File: src/rtl/core/bitmap_page_frame_allocator_top_macros.svh
// Assertion macros used by the page frame allocator datapath.
`ifndef BITMAP_PAGE_FRAME_ALLOCATOR_TOP_MACROS_SVH
`define BITMAP_PAGE_FRAME_ALLOCATOR_TOP_MACROS_SVH

// Same-cycle implication, disabled while reset is high.
`define BPFA_ASSERT_NOW(label, clk, rst, ante, cons) \
   label: assert property (@(posedge clk) disable iff (rst) (ante) |-> (cons)) \
      else $error("bpfa: same-cycle check failed");

// Next-cycle implication, disabled while reset is high.
`define BPFA_ASSERT_NEXT(label, clk, rst, ante, cons) \
   label: assert property (@(posedge clk) disable iff (rst) (ante) |=> (cons)) \
      else $error("bpfa: next-cycle check failed");

`endif

File: src/rtl/core/bpfa_pkg.sv
// Package: constants, codes, command/status structs and map helpers for the allocator.
`default_nettype none
package bpfa_pkg;

   localparam int PAGE_COUNT     = 4096;
   localparam int RESERVED_PAGES = 512;

   localparam int PAGE_SHIFT   = 12;
   localparam int MAP_WORDS    = (PAGE_COUNT + 31) / 32;
   localparam int WORD_AW      = (MAP_WORDS > 1) ? $clog2(MAP_WORDS) : 1;
   localparam int PG_W         = $clog2(PAGE_COUNT);
   localparam int RES_CLAMP    = (RESERVED_PAGES > PAGE_COUNT) ? PAGE_COUNT : RESERVED_PAGES;
   localparam int ADDR_OUT_W   = 24;

   localparam logic [WORD_AW-1:0] LAST_WORD = WORD_AW'(MAP_WORDS - 1);

   // Request action codes.
   localparam logic ACT_ALLOC = 1'b0;
   localparam logic ACT_FREE  = 1'b1;

   // Result status codes.
   localparam logic [1:0] ST_ALLOCATED    = 2'd0;
   localparam logic [1:0] ST_NONE_FREE    = 2'd1;
   localparam logic [1:0] ST_FREED        = 2'd2;
   localparam logic [1:0] ST_OUT_OF_RANGE = 2'd3;

   typedef struct packed {
      logic capture;      // latch request page index and range flag
      logic scan_start;   // read map word 0, pointer to 1
      logic scan_next;    // read word at pointer, pointer advances
      logic free_read;    // read the word holding the freed page
      logic alloc_write;  // set lowest free bit of checked word, record address
      logic free_write;   // clear the freed page bit
      logic set_none;     // record map-full result
      logic set_oor;      // record out-of-range result
      logic out_load;     // move recorded result into the output register
   } bpfa_cmd_type;

   typedef struct packed {
      logic word_free;    // checked word has a free page
      logic last_word;    // checked word is the last map word
      logic out_free;     // output register can take a beat
      logic req_in_range; // page of the presented request is inside the map
   } bpfa_stat_type;

   // Map word value after reset: reserved pages read as used.
   function automatic logic [31:0] reset_word(input logic [WORD_AW-1:0] w);
      logic [31:0] r;
      int          base;
      base = int'(w) * 32;
      for (int i = 0; i < 32; i++) begin
         r[i] = (base + i) < RES_CLAMP;
      end
      return r;
   endfunction

   // Bits of a map word that stand for real pages.
   function automatic logic [31:0] page_mask(input logic [WORD_AW-1:0] w);
      logic [31:0] r;
      int          base;
      base = int'(w) * 32;
      for (int i = 0; i < 32; i++) begin
         r[i] = (base + i) < PAGE_COUNT;
      end
      return r;
   endfunction

endpackage
`default_nettype wire

File: src/rtl/core/bpfa_ctrl.sv
// Controller state machine: sequences scan, read-modify-write and result load.
`default_nettype none
module bpfa_ctrl
   import bpfa_pkg::*;
(
   input  wire logic          clock,
   input  wire logic          reset,
   input  wire logic          req_valid,
   input  wire logic          req_action,
   output logic               req_ready,
   input  wire bpfa_stat_type stat,
   output bpfa_cmd_type       cmd
);

   localparam logic [2:0] S_IDLE       = 3'd0;
   localparam logic [2:0] S_SCAN_START = 3'd1;
   localparam logic [2:0] S_SCAN       = 3'd2;
   localparam logic [2:0] S_FREE_RD    = 3'd3;
   localparam logic [2:0] S_FREE_WR    = 3'd4;
   localparam logic [2:0] S_LOAD       = 3'd5;

   logic [2:0] state_ff;
   logic [2:0] state_in;

   always_comb begin
      state_in  = state_ff;
      cmd       = '0;
      req_ready = 1'b0;
      unique case (state_ff)
         S_IDLE: begin
            req_ready = 1'b1;
            if (req_valid) begin
               cmd.capture = 1'b1;
               if (req_action == ACT_ALLOC) begin
                  state_in = S_SCAN_START;
               end else if (stat.req_in_range) begin
                  state_in = S_FREE_RD;
               end else begin
                  cmd.set_oor = 1'b1;
                  state_in    = S_LOAD;
               end
            end
         end
         S_SCAN_START: begin
            cmd.scan_start = 1'b1;
            state_in       = S_SCAN;
         end
         S_SCAN: begin
            if (stat.word_free) begin
               cmd.alloc_write = 1'b1;
               state_in        = S_LOAD;
            end else if (stat.last_word) begin
               cmd.set_none = 1'b1;
               state_in     = S_LOAD;
            end else begin
               cmd.scan_next = 1'b1;
            end
         end
         S_FREE_RD: begin
            cmd.free_read = 1'b1;
            state_in      = S_FREE_WR;
         end
         S_FREE_WR: begin
            cmd.free_write = 1'b1;
            state_in       = S_LOAD;
         end
         S_LOAD: begin
            if (stat.out_free) begin
               cmd.out_load = 1'b1;
               state_in     = S_IDLE;
            end
         end
         default: begin
            state_in = S_IDLE;
         end
      endcase
   end

   always_ff @(posedge clock) begin
      if (reset) begin
         state_ff <= S_IDLE;
      end else begin
         state_ff <= state_in;
      end
   end

endmodule
`default_nettype wire

File: config.mk
export PLATFORM = sky130hd
export DESIGN_NAME = bpfa_ctrl
export DESIGN_NICKNAME = d
export VERILOG_FILES = /design/src/rtl/core/bitmap_page_frame_allocator_top_macros.svh /design/src/rtl/core/bpfa_pkg.sv /design/src/rtl/core/bpfa_ctrl.sv
export SDC_FILE = /design/constraint.sdc
export NUM_CORES = 1
export LEC_CHECK = 0
export BUFFER_PORTS_ARGS = -buffer_cell sky130_fd_sc_hd__buf_4
export CELL_PAD_IN_SITES_DETAIL_PLACEMENT = 1
export CELL_PAD_IN_SITES_GLOBAL_PLACEMENT = 1
export CORE_AREA = 2 2 39 41
export CTS_CLUSTER_SIZE = 8
export DETAILED_ROUTE_END_ITERATION = 8
export DIE_AREA = 0 0 41 43
export GPL_TIMING_DRIVEN = 0
export PLACE_DENSITY_LB_ADDON = 0.1
export SETUP_SLACK_MARGIN = 0.02
export SLEW_MARGIN = 30
export SYNTH_ARGS = -nofsm -noshare
export SYNTH_HDL_FRONTEND = slang
export SYNTH_SLANG_ARGS = --single-unit
File: constraint.sdc
create_clock -name clock -period 1 [get_ports clock]
set_input_delay 0 -clock clock [delete_from_list [all_inputs] [get_ports clock]]
set_output_delay 0 -clock clock [all_outputs]
set_load 0.03 [all_outputs]
==> summary.md <==
| Metric | Value |
|---|---|
| Unrepaired setup endpoints after global routing | true |
| First-pass GRT wire length | between 1.5 and 2 mm |
| Area leader, netlist | dfxtp_1 |
| Biggest regs | state_ff x3 |
| Crit path kind | flop to primary output |
| R2R Setup Slk | -0.18 ns |
| Final WS setup | -0.2719 ns |
| Most common cell after layout, fill and taps aside | buf_4 |
| Clock Latency Late Sink | between 0.2 and 0.3 ns |
| Starting DRT DRC Count | 2 |
| CTS H-tree lvls | 1 |
| Final setup fails | 13 |
| Req. time, crit path | 1.00 ns |
| Drt first pass iters | 2 |
| Yosys cell types | 21 |
| Final Skew | 0.007295 ns |
| CTS tree | built |
| Placed cell count | 65 |
| Post-layout instance count excluding filler cells | a little over 80 |
| Top cells by area, synth | dfxtp_1 (23%), and3b_1 (6.7%), a2111oi_2 (5.7%) |
| Worst-margin pin slew | 0.3460 ns |
| Vias | roughly 390 |
| Clk pin slew, worst setup/hold paths | approximately 0.04 ns |
| Failing checks | setup timing |
| Largest net degree at the start of global routing | 11 |
| Final Core Density | 53.53% |
| Clk root buf | clkbuf_4 |
| Worst vdd ir | 0.9097 mV |
| Crit path cell chain | nor3_4, and2_4, and3b_2, buf_6 |
| Endpoints failing hold | 0 |
| Max reg flops | 3 |
| HPWL after DPL | 629.9 um |
| Multi-input logic area | about 300 um^2 |
| Design Area, Final | 740.7 um^2 |
| Nets | 75 |
| Mapped cell area | about 260 um^2 |
| Max Clk Rate | between 700 and 800 MHz |
| Number of port buffers | 17 |
| Fill cells | between 150 and 200 |
| Slew headroom | roughly 77% |
| Core area | 1384 um^2 |
| I/O pin total | 18 |
| Lkg Pwr | roughly 0.32 nW |
| Crit start category | flop |
| Placed Area | 447.9 um^2 |
| Fin crit share | 127.2% |
| Die height | approximately 43 um |
| Die area | 1763 um^2 |
| CTS Sinks | 3 |
| DRC errors left | 0 |
| Horiz. Die Dim | between 40 and 50 um |
| Total grt overflow | 0 |
| Clock buffer depth | 2 |
| Max stage delay cell, worst path | dfxtp_4 |
| Register area | just over 70 um^2 |
| Yosys reg bits | 3 |
| Seq/Total Area, Yosys | 22.97% |
| HP Class | input port to flop |
| All-Layer GR Usage | a little over an eighth |
| Status | complete, but fails checks |
| Post-route ant nets | 0 |
| Most frequent cells in the layout | buf_4 (17), buf_6 (11) |
| Wire per inst | 15.20 um |
| Final Critical Period | ~1.3 ns |
| Starting density of the core | a little under a fifth |
| Total of max-cap violations | 0 |
| CTS Buf Count | 3 |
| Synth warn | 0 |
| Synth Area per Inst | around 8.2 um^2 |
| Vias per Instance | about 4.7 |
| Syn_nets | 40 |
| Slew Limit Fails | 0 |
| CP Max Fanout | 4 |
| RD Place Congestion | 0.7049 |
| Rows | 14 |
| Number of global-route vias before repair | between 300 and 400 |
| Initial antenna violation count | 0 |
| Number of diodes | 0 |
| Synth top area share | a little under a quarter |
| Share of layout cells above drive strength 1 | approximately 88% |
| Cell count after synthesis | 32 |
| Area delta synth->final | 183.3% |
| Final WL | about 1.2 mm |
| Most flops, register | state_ff |
| PD cells | between 1500 and 2000 nW/um^2 |
| CP peak stage delay | 0.36 ns |
| CP endpoint kind | primary output |
| Critical Path AT | 1.27 ns |
==> kinds of logic after synthesis <==
| logic type | share of synthesized area, % |
|---|---|
| buf+inv | 7.178 |
| compound gates | 21.05 |
| simple gates | 48.81 |
| flops | 22.97 |
==> routing by layer <==
metal / vias up / GRT usage, % / routed length (um)
li1: 186 / - / -
met3: 2 / 3.141 / 65
met1: 184 / 16.99 / 460
met2: 16 / 20.63 / 697
met4: 0 / 6.000 / 22
met5: - / 0 / 0
==> through the flow <==
step / hold WS (ns) / setup WS, ns / TNS (ns) / power [mW]
6_report: 0.08168 / -0.2719 / -1.956 / 1.405
5_1_grt: 0.09493 / -0.3084 / -2.575 / 1.489
4_1_cts: 0.07179 / -0.2578 / -1.734 / 1.180
3_5_place_dp: 0.1899 / -0.2457 / -0.7535 / 0.7244
3_3_place_gp: 0.1898 / -0.2122 / -0.6807 / 0.7207
2_1_floorplan: 0.04466 / -0.3105 / -0.5546 / 0.5524
==> Yosys cell counts, drive strengths merged <==
library cell / n
dfxtp: 3
nand2: 3
nor2: 3
nor3: 3
nor3b: 3
and3b: 2
buf: 2
nand2b: 2
o21ai: 2
a2111oi: 1
a21oi: 1
a311oi: 1
and2: 1
and3: 1
nor4: 1
o211ai: 1
o31a: 1
or3b: 1
==> final cells by class <==
cell class | count | area share (%)
well taps | 16 | 2.703
clock buffers | 4 | 3.547
repair buffers | 31 | 40.71
multi-input cells | 27 | 41.39
plain buffers | 1 | 2.027
flip-flops and latches | 3 | 9.628
==> power breakdown <==
group	switching, mW	leakage, nW	internal (mW)
combinational	0.431	0.281	0.513
clock	0.0823	0.0150	0.151
sequential	0.0685	0.0267	0.159
==> repair_timing <==
action,4_1_cts,5_1_grt
resized for setup,20,23
gates cloned,0,1
setup buffers,7,7
endpoints found under the hold margin,3,0
pin swaps,5,5
endpoints found under the setup margin,13,13
hold buffers,1,0
==> worst max-delay path: cells and delay by family (launching register included) <==
| family | cells | cell delay, ns |
|---|---|---|
| simple gates | 3 | 0.54 |
| buf+inv | 1 | 0.13 |
| flops | 1 | 0.36 |
==> path summary, 6_finish.rpt <==
check,startpoint,end,cells after the start
worst max-delay path,state_ff[0],cmd[1],4
worst min-delay path,stat[1],state_ff[0],4
worst max register to register,state_ff[0],state_ff[2],5
worst min register to register,state_ff[0],state_ff[1],2
Power figures use the tool's default switching activity.
